**src/hw/rtl/rpap_pkg.sv**
```systemverilog
// ----------------------------------------------------------------------------
// rpap_pkg: shared types and constants for the pivot rotation block
// Holds coordinate defaults, register indexes and the quarter-wave sine
// table generator, which is evaluated only at elaboration.
// ----------------------------------------------------------------------------
package rpap_pkg;

   localparam int COORD_BITS_DEF     = 16;
   localparam int TRIG_FRAC_BITS_DEF = 15;
   localparam int ANGLE_BITS         = 9;
   localparam int CSR_ADDR_BITS      = 2;
   localparam int QUARTER_DEG        = 90;

   // register indexes on the csr port
   localparam logic [CSR_ADDR_BITS-1:0] CSR_ANGLE   = 2'd0;
   localparam logic [CSR_ADDR_BITS-1:0] CSR_PIVOT_X = 2'd1;
   localparam logic [CSR_ADDR_BITS-1:0] CSR_PIVOT_Y = 2'd2;

   localparam longint unsigned PI_Q60        = 64'h3243F6A8885A308D;
   localparam longint unsigned DEG_HALF_TURN = 64'd180;
   localparam longint unsigned LOW32         = 64'hFFFF_FFFF;
   localparam longint unsigned ANGLE_STEP    = PI_Q60 / DEG_HALF_TURN;

   // (2n)(2n+1) for the Taylor terms n = 1..12
   localparam longint unsigned TAYLOR_DIV [1:12] = '{
      64'd6, 64'd20, 64'd42, 64'd72, 64'd110, 64'd156,
      64'd210, 64'd272, 64'd342, 64'd420, 64'd506, 64'd600
   };

   // sin(k deg) for k = 0..90, unsigned, at most 2^frac_bits
   typedef logic [31:0] sine_tab_type [0:QUARTER_DEG];

   // (a*b) >> 60 for Q60 operands below 2^61
   function automatic longint unsigned mul_q60(longint unsigned a, longint unsigned b);
      longint unsigned al, ah, bl, bh, ll, lh, hl, hh, mid, lo, hi;
      al  = a & LOW32;
      ah  = a >> 32;
      bl  = b & LOW32;
      bh  = b >> 32;
      ll  = al * bl;
      lh  = al * bh;
      hl  = ah * bl;
      hh  = ah * bh;
      mid = (ll >> 32) + (lh & LOW32) + (hl & LOW32);
      lo  = (mid << 32) | (ll & LOW32);
      hi  = hh + (lh >> 32) + (hl >> 32) + (mid >> 32);
      return (hi << 4) | (lo >> 60);
   endfunction

   // quarter-wave table rounded half up to frac_bits fraction bits
   function automatic sine_tab_type build_sine_tab(int frac_bits);
      sine_tab_type    tab;
      longint unsigned x, x2, term, sum, rnd;
      for (int k = 0; k <= QUARTER_DEG; k++) begin
         x    = ANGLE_STEP * longint'(k);
         x2   = mul_q60(x, x);
         term = x;
         sum  = x;
         for (int n = 1; n <= 12; n++) begin
            term = mul_q60(term, x2) / TAYLOR_DIV[n];
            if (n % 2 == 1) begin
               sum = sum - term;
            end else begin
               sum = sum + term;
            end
         end
         rnd    = (sum + (64'd1 << (59 - frac_bits))) >> (60 - frac_bits);
         tab[k] = rnd[31:0];
      end
      return tab;
   endfunction

endpackage

```
**src/hw/rtl/rotate_point_about_pivot.sv**
```systemverilog
// ----------------------------------------------------------------------------
// rotate_point_about_pivot: rotate a 2D vertex about a configured pivot
// Six-stage pipeline: angle split, trig lookup and offsets, products,
// sums, truncation toward zero, pivot add with saturation.
// ----------------------------------------------------------------------------
// Usage:
//   req_* carries one vertex per item (point_x, point_y). rsp_* returns one
//   rotated vertex per item, in order, with clipped on rsp_tuser when either
//   coordinate hit the range limit.
//   csr_* writes angle_degrees (index 0), pivot_x (1) and pivot_y (2); any
//   other index is ignored. Write only while no item is in flight.
//   Angles 360..511 wrap modulo 360.
// Path: an item passes stages 1 to 5 and the output register to rsp_tvalid.
// Throughput: one item per cycle unless rsp_tready stalls; each stage holds
//   one item, set by the 17x17 products and sum / truncate / saturate chain.
// Reset: clears all valid bits and the three registers to zero.
// Stall: when rsp_tready is low, items pile up in empty stages behind the
//   output register; req_tready drops only once every stage is full. No
//   item is lost or repeated.
// ----------------------------------------------------------------------------
module rotate_point_about_pivot
   import rpap_pkg::*;
#(
   parameter int  COORD_BITS     = COORD_BITS_DEF,
   parameter int  TRIG_FRAC_BITS = TRIG_FRAC_BITS_DEF,
   localparam int CsrW = (COORD_BITS > ANGLE_BITS) ? COORD_BITS : ANGLE_BITS,
   localparam int ReqW = ((2 * COORD_BITS + 7) / 8) * 8
) (
   input  logic                     clock,
   input  logic                     reset,
   // point_x [COORD_BITS-1:0], point_y above it, zero padded to bytes
   input  logic [ReqW-1:0]          req_tdata,
   input  logic                     req_tvalid,
   output logic                     req_tready,
   // rotated_x [COORD_BITS-1:0], rotated_y above it, zero padded to bytes
   output logic [ReqW-1:0]          rsp_tdata,
   // clipped [0]
   output logic                     rsp_tuser,
   output logic                     rsp_tvalid,
   input  logic                     rsp_tready,
   input  logic                     csr_wen,
   input  logic [CSR_ADDR_BITS-1:0] csr_addr,
   input  logic [CsrW-1:0]          csr_wdata
);

   localparam int C   = COORD_BITS;
   localparam int F   = TRIG_FRAC_BITS;
   localparam int DW  = C + 1;       // pivot offset
   localparam int KW  = F + 2;       // signed trig coefficient
   localparam int PW  = DW + KW;     // one product
   localparam int SW  = PW + 1;      // sum of two products
   localparam int QW  = SW - F;      // truncated quotient
   localparam int NW  = QW + 1;      // quotient plus pivot

   localparam logic [1:0] QUAD_0 = 2'd0;
   localparam logic [1:0] QUAD_1 = 2'd1;
   localparam logic [1:0] QUAD_2 = 2'd2;
   localparam logic [1:0] QUAD_3 = 2'd3;

   localparam sine_tab_type SIN_TAB = build_sine_tab(F);

   localparam logic signed [NW-1:0] CMAX = {{(NW-C+1){1'b0}}, {(C-1){1'b1}}};
   localparam logic signed [NW-1:0] CMIN = {{(NW-C+1){1'b1}}, {(C-1){1'b0}}};

   // ------------------------------------------------------------------------
   // Configuration registers
   // ------------------------------------------------------------------------
   logic [ANGLE_BITS-1:0] angle_ff;
   logic signed [C-1:0]   pivot_x_ff;
   logic signed [C-1:0]   pivot_y_ff;

   always_ff @(posedge clock) begin
      if (reset) begin
         angle_ff   <= '0;
         pivot_x_ff <= '0;
         pivot_y_ff <= '0;
      end else if (csr_wen) begin
         case (csr_addr)
            CSR_ANGLE:   angle_ff   <= csr_wdata[ANGLE_BITS-1:0];
            CSR_PIVOT_X: pivot_x_ff <= csr_wdata[C-1:0];
            CSR_PIVOT_Y: pivot_y_ff <= csr_wdata[C-1:0];
            default: ;   // drop writes to unknown indexes
         endcase
      end
   end

   // ------------------------------------------------------------------------
   // Stall chain: a stage takes a new item when it is empty or its
   // successor moves this cycle.
   // ------------------------------------------------------------------------
   logic v1_ff, v2_ff, v3_ff, v4_ff, v5_ff, vo_ff;
   logic rdy1, rdy2, rdy3, rdy4, rdy5, rdy_o;

   assign rdy_o      = !vo_ff || rsp_tready;
   assign rdy5       = !v5_ff || rdy_o;
   assign rdy4       = !v4_ff || rdy5;
   assign rdy3       = !v3_ff || rdy4;
   assign rdy2       = !v2_ff || rdy3;
   assign rdy1       = !v1_ff || rdy2;
   assign req_tready = rdy1;

   always_ff @(posedge clock) begin
      if (reset) begin
         v1_ff <= 1'b0;
         v2_ff <= 1'b0;
         v3_ff <= 1'b0;
         v4_ff <= 1'b0;
         v5_ff <= 1'b0;
         vo_ff <= 1'b0;
      end else begin
         if (rdy1)  v1_ff <= req_tvalid;
         if (rdy2)  v2_ff <= v1_ff;
         if (rdy3)  v3_ff <= v2_ff;
         if (rdy4)  v4_ff <= v3_ff;
         if (rdy5)  v5_ff <= v4_ff;
         if (rdy_o) vo_ff <= v5_ff;
      end
   end

   // ------------------------------------------------------------------------
   // Stage 1: capture the vertex, wrap the angle and split it into a
   // quadrant and a remainder below 90 degrees.
   // ------------------------------------------------------------------------
   logic [ANGLE_BITS-1:0] ang_red;
   logic [1:0]            quad_in;
   logic [6:0]            rem_in;
   logic [ANGLE_BITS-1:0] rem_wide;
   logic [1:0]            quad_s1_ff;
   logic [6:0]            rem_s1_ff;
   logic signed [C-1:0]   x_s1_ff, y_s1_ff;

   always_comb begin
      ang_red = (angle_ff >= 9'd360) ? angle_ff - 9'd360 : angle_ff;
      if (ang_red >= 9'd270) begin
         quad_in  = QUAD_3;
         rem_wide = ang_red - 9'd270;
      end else if (ang_red >= 9'd180) begin
         quad_in  = QUAD_2;
         rem_wide = ang_red - 9'd180;
      end else if (ang_red >= 9'd90) begin
         quad_in  = QUAD_1;
         rem_wide = ang_red - 9'd90;
      end else begin
         quad_in  = QUAD_0;
         rem_wide = ang_red;
      end
      rem_in = rem_wide[6:0];
   end

   always_ff @(posedge clock) begin
      if (rdy1) begin
         quad_s1_ff <= quad_in;
         rem_s1_ff  <= rem_in;
         x_s1_ff    <= req_tdata[C-1:0];
         y_s1_ff    <= req_tdata[2*C-1:C];
      end
   end

   // ------------------------------------------------------------------------
   // Stage 2: look up sine and cosine, fold in the quadrant signs, and
   // form the offsets from the pivot.
   // ------------------------------------------------------------------------
   logic [31:0]          sr_raw, cr_raw;
   logic signed [KW-1:0] sr, cr, s_in, c_in;
   logic signed [KW-1:0] s_s2_ff, c_s2_ff;
   logic signed [DW-1:0] dx_s2_ff, dy_s2_ff;

   always_comb begin
      sr_raw = SIN_TAB[rem_s1_ff];
      cr_raw = SIN_TAB[7'(QUARTER_DEG) - rem_s1_ff];
      sr     = sr_raw[KW-1:0];
      cr     = cr_raw[KW-1:0];
      case (quad_s1_ff)
         QUAD_0: begin s_in = sr;  c_in = cr;  end
         QUAD_1: begin s_in = cr;  c_in = -sr; end
         QUAD_2: begin s_in = -sr; c_in = -cr; end
         QUAD_3: begin s_in = -cr; c_in = sr;  end
         default: begin s_in = sr; c_in = cr;  end
      endcase
   end

   always_ff @(posedge clock) begin
      if (rdy2) begin
         s_s2_ff  <= s_in;
         c_s2_ff  <= c_in;
         dx_s2_ff <= DW'(x_s1_ff) - DW'(pivot_x_ff);
         dy_s2_ff <= DW'(y_s1_ff) - DW'(pivot_y_ff);
      end
   end

   // ------------------------------------------------------------------------
   // Stage 3: four products, one multiplier each
   // ------------------------------------------------------------------------
   logic signed [PW-1:0] cdx_s3_ff, sdy_s3_ff, cdy_s3_ff, sdx_s3_ff;

   always_ff @(posedge clock) begin
      if (rdy3) begin
         cdx_s3_ff <= PW'(c_s2_ff) * PW'(dx_s2_ff);
         sdy_s3_ff <= PW'(s_s2_ff) * PW'(dy_s2_ff);
         cdy_s3_ff <= PW'(c_s2_ff) * PW'(dy_s2_ff);
         sdx_s3_ff <= PW'(s_s2_ff) * PW'(dx_s2_ff);
      end
   end

   // ------------------------------------------------------------------------
   // Stage 4: exact sums
   // ------------------------------------------------------------------------
   logic signed [SW-1:0] sumx_s4_ff, sumy_s4_ff;

   always_ff @(posedge clock) begin
      if (rdy4) begin
         sumx_s4_ff <= SW'(cdx_s3_ff) + SW'(sdy_s3_ff);
         sumy_s4_ff <= SW'(cdy_s3_ff) - SW'(sdx_s3_ff);
      end
   end

   // ------------------------------------------------------------------------
   // Stage 5: divide by 2^F, rounding toward zero (bias negatives first)
   // ------------------------------------------------------------------------
   logic signed [SW-1:0] biasx, biasy, tx, ty;
   logic signed [QW-1:0] qx_s5_ff, qy_s5_ff;

   always_comb begin
      biasx = {{(SW-F){1'b0}}, {F{sumx_s4_ff[SW-1]}}};
      biasy = {{(SW-F){1'b0}}, {F{sumy_s4_ff[SW-1]}}};
      tx    = sumx_s4_ff + biasx;
      ty    = sumy_s4_ff + biasy;
   end

   always_ff @(posedge clock) begin
      if (rdy5) begin
         qx_s5_ff <= tx[SW-1:F];
         qy_s5_ff <= ty[SW-1:F];
      end
   end

   // ------------------------------------------------------------------------
   // Output stage: add the pivot back and saturate to the coordinate range
   // ------------------------------------------------------------------------
   logic signed [NW-1:0] nx, ny;
   logic [C-1:0]         rx_in, ry_in;
   logic                 clip_in;
   logic [C-1:0]         rx_ff, ry_ff;
   logic                 clip_ff;

   always_comb begin
      nx      = NW'(qx_s5_ff) + NW'(pivot_x_ff);
      ny      = NW'(qy_s5_ff) + NW'(pivot_y_ff);
      clip_in = 1'b0;
      if (nx > CMAX) begin
         rx_in   = CMAX[C-1:0];
         clip_in = 1'b1;
      end else if (nx < CMIN) begin
         rx_in   = CMIN[C-1:0];
         clip_in = 1'b1;
      end else begin
         rx_in = nx[C-1:0];
      end
      if (ny > CMAX) begin
         ry_in   = CMAX[C-1:0];
         clip_in = 1'b1;
      end else if (ny < CMIN) begin
         ry_in   = CMIN[C-1:0];
         clip_in = 1'b1;
      end else begin
         ry_in = ny[C-1:0];
      end
   end

   always_ff @(posedge clock) begin
      if (rdy_o) begin
         rx_ff   <= rx_in;
         ry_ff   <= ry_in;
         clip_ff <= clip_in;
      end
   end

   assign rsp_tdata  = ReqW'({ry_ff, rx_ff});
   assign rsp_tuser  = clip_ff;
   assign rsp_tvalid = vo_ff;

endmodule

```
**config.mk**
```make
export PLATFORM = sky130hd
export DESIGN_NAME = rotate_point_about_pivot
export DESIGN_NICKNAME = d
export VERILOG_FILES = /design/src/hw/rtl/rpap_pkg.sv /design/src/hw/rtl/rotate_point_about_pivot.sv
export SDC_FILE = /design/constraint.sdc
export NUM_CORES = 2
export LEC_CHECK = 0
export ABC_AREA = 1
export BUFFER_PORTS_ARGS = -buffer_cell sky130_fd_sc_hd__buf_2
export CAP_MARGIN = 10
export CORE_MARGIN = 2
export CORE_UTILIZATION = 70
export DETAILED_ROUTE_END_ITERATION = 8
export PLACE_DENSITY = 0.87
export SKIP_CTS_REPAIR_TIMING = 1
export SLEW_MARGIN = 10
export SYNTH_ARGS = -nofsm -noshare
export SYNTH_HDL_FRONTEND = slang
export SYNTH_SLANG_ARGS = --single-unit
export TNS_END_PERCENT = 1
```
**constraint.sdc**
```tcl
create_clock -name clock -period 18.1 [get_ports clock]
set_input_delay 2.715 -clock clock [delete_from_list [all_inputs] [get_ports clock]]
set_output_delay 2.715 -clock clock [all_outputs]
set_load 0.05 [all_outputs]
```
==> flow_metrics.env <==
export IMPL_drt_iter0_markers=6033
export IMPL_ys_seq_area_frac=0.174
export IMPL_vias_in_the_first_global_route=61200
export IMPL_area_growth_syn_to_layout_pct=4.17
export IMPL_final_layout_size_suffix_gt1_frac=0.0360
export IMPL_critPathMaxFanout=72
export IMPL_worst_skew_pair_late_latency_ns=0.66
export IMPL_place_inst=10000
export IMPL_timing_critical_path_arrival_ns=6.19
export IMPL_setup_worst_path_start_class="input pin"
export IMPL_postSynthCellCount=8837
export IMPL_firstDrtPassIters=5
export IMPL_synth_largest_area_cell="sky130_fd_sc_hd__fa_1"
export IMPL_post_route_drc_count=0
export IMPL_final_setup_skew_ns=0.0321
export IMPL_tightestPinTransition_ns=1.12
export IMPL_outcome="complete, no violations"
export IMPL_synth_cell_types=59
export IMPL_timing_worst_setup_path_type="input pin to primary output"
export IMPL_grt_pass1_wl_um=324000
export IMPL_hold_class="flop to flop"
export IMPL_holdWs_ns=0.471
export IMPL_report_final_setup_viol=0
export IMPL_gp_routability_congestion=0.990
export IMPL_setup_tns_ns=0
export IMPL_detail_route_wl_per_cell_um=20.0
export IMPL_synth_top_cell_area_share=0.328
export IMPL_cap_viol_max_count=0
export IMPL_clkSlewWorstSetupHoldPaths_ns=0.07
export IMPL_yosysWarningCount=0
export IMPL_num_vias=59100
export IMPL_cts_inserted_buffers=49
export IMPL_overall_routed_net_length_um=203000
export IMPL_portBuffers=89
export IMPL_slew_headroom=0.253
export IMPL_reg2reg_slack_ns=11.07
export IMPL_critPathCaptureType="primary output"
export IMPL_timing_final_hold_violations=0
export IMPL_worst_endpoint_required_ns=15.39
export IMPL_globalRouteOverflowTotal=0
export IMPL_cts_max_level=2
export IMPL_synth_ff_type="sky130_fd_sc_hd__edfxtp_1"
export IMPL_number_of_cell_rows=118
export IMPL_postRouteAntennaNets=0
export IMPL_tritoncts_clock_tree="built"
export IMPL_cts_root_buf="sky130_fd_sc_hd__clkbuf_16"
export IMPL_antenna_cells=0
export IMPL_dieHeight_um=326
export IMPL_floorplan_initialDensity=0.703
export IMPL_maximum_number_of_pins_on_one_net_before_global_route_repair=73
export IMPL_synthesis_area_mm2=0.0725
export IMPL_post_route_min_period_ns=8.90
export IMPL_cts_buffer_depth=3
export IMPL_timing_final_crit_share=0.492
export IMPL_syn_num_nets=10600
export IMPL_synth_avg_cell_area_um2=8.21
export IMPL_nFillCells=7474
export IMPL_layout_nets=10500
export IMPL_die_width_um=326
export IMPL_grt_setup_unrepaired="false"
export IMPL_fin_cells=10100
export IMPL_grt_antenna_before_repair=2
export IMPL_hpwlAfterDp_um=157000
export IMPL_grt_usage=0.390
export IMPL_via_per_inst=5.84
export IMPL_design_die_area_mm2=0.106
export IMPL_tritoncts_num_sinks=435
export IMPL_max_clock_freq_mhz=112
export IMPL_boundaryPins=90
export IMPL_design_core_area_mm2=0.103
export IMPL_ys_async_sr_fraction=0
export IMPL_ys_ff_latch=435
export IMPL_final_max_slew_viol_count=0
export IMPL_synth_top_cells_by_area="sky130_fd_sc_hd__fa_1 (33%), sky130_fd_sc_hd__edfxtp_1 (16%), sky130_fd_sc_hd__inv_1 (12%)"
export IMPL_synth_edf_count=388
[placed cells by master (no fill, tap or decap), types with 36 or more instances in the layout]
cell type                      n
sky130_fd_sc_hd__ha_1        538
sky130_fd_sc_hd__xor2_1      208
sky130_fd_sc_hd__o21ai_0     194
sky130_fd_sc_hd__nand4_1      77
sky130_fd_sc_hd__nand3_1     274
sky130_fd_sc_hd__buf_4        85
sky130_fd_sc_hd__buf_2        89
sky130_fd_sc_hd__fa_1       1190
sky130_fd_sc_hd__a211oi_1     51
sky130_fd_sc_hd__inv_1      2225
sky130_fd_sc_hd__nor2_1      402
sky130_fd_sc_hd__a21oi_1     342
sky130_fd_sc_hd__clkbuf_16    49
sky130_fd_sc_hd__edfxtp_1    388
sky130_fd_sc_hd__xnor2_1     116
sky130_fd_sc_hd__nand2_1    2099
sky130_fd_sc_hd__a31oi_1      36
sky130_fd_sc_hd__dfxtp_1      47
[stage by stage]
stage	utilization	area, um^2	worst slack, ns
finish	0.732	75500	9.20
global route	0.732	75500	8.87
CTS	0.732	75500	9.12
detailed placement	0.716	73900	9.14
global placement	0.716	73900	9.16
floorplan	-	72500	5.10
[registers in the layout, indices dropped and copies added, names as in the netlist, 20 cells and up]
name        cells
sumx_s4_ff     35
sumy_s4_ff     35
cdx_s3_ff      34
cdy_s3_ff      34
sdx_s3_ff      34
sdy_s3_ff      34
qx_s5_ff       20
qy_s5_ff       20
[routing by layer]
layer | track usage | vias up | part of all wire
met5 | 0 | - | 0.00013
met4 | 0.183 | 4 | 0.056
met3 | 0.0865 | 684 | 0.12
met2 | 0.593 | 3591 | 0.44
met1 | 0.539 | 28600 | 0.39
li1 | - | 26300 | -
[synth_stat cells (all sizes together) (7+ instances only)]
cell type	number
inv	2237
nand2	2128
fa	1190
ha	538
nor2	410
edfxtp	388
a21oi	343
clkbuf	288
nand3	277
o21ai	215
xor2	209
xnor2	116
nand4	77
buf	60
a211oi	51
dfxtp	47
a31oi	36
nor3	33
o211ai	30
o21a	22
o21bai	20
a21o	18
o2111ai	15
a21boi	14
o31ai	13
nand3b	12
nor4	8
a221oi	7
[critical path, cell delays in order]
cell                      delay (ns)
sky130_fd_sc_hd__buf_2          0.08
sky130_fd_sc_hd__nor2_1         0.04
sky130_fd_sc_hd__inv_1          0.05
sky130_fd_sc_hd__buf_4          0.38
sky130_fd_sc_hd__nor2_1         0.08
sky130_fd_sc_hd__inv_1          0.08
sky130_fd_sc_hd__buf_4          0.47
sky130_fd_sc_hd__nor2_1         0.13
sky130_fd_sc_hd__inv_2          0.07
sky130_fd_sc_hd__buf_4          0.70
sky130_fd_sc_hd__nor2_1         0.23
sky130_fd_sc_hd__inv_6          0.54
sky130_fd_sc_hd__nor2_1         0.19
sky130_fd_sc_hd__nand2_2        0.14
sky130_fd_sc_hd__buf_2          0.27
[logic make-up (layout without fill, tap and decap cells)]
family                   Yosys count  in the layout  share of synthesized area
AND/OR/NAND/NOR                 2957           2957                      0.165
buffers and inverters           2591           2509                      0.137
adder cells (fa/ha/maj)         1728           1728                      0.421
AO/OA/AOI/OAI                    801            801                     0.0637
flip-flops                       435            435                      0.174
XOR/XNOR                         325            325                     0.0395
[worst paths after layout]
kind,startpoint,to,depth (start not counted)
worst max-delay path,rsp_tready,req_tready,15
worst min-delay path,v5_ff,rsp_tvalid,2
worst max register to register,dy_s2_ff[16],sdy_s3_ff[27],20
worst min register to register,v5_ff,rsp_tvalid,2
[final cells by class]
cell class	instances	area, um^2	share of cell area
clock buffers	62	1290	0.0171
clock inverters	30	398	0.00527
inverters	2243	8440	0.112
multi-input cells	5811	50000	0.662
flip-flops and latches	435	12600	0.167
well taps	1380	1730	0.0229
repair buffers	174	1080	0.0143
Power is not shown: default switching activity piles up to over one toggle a cycle in this logic, so the estimate is an artifact.
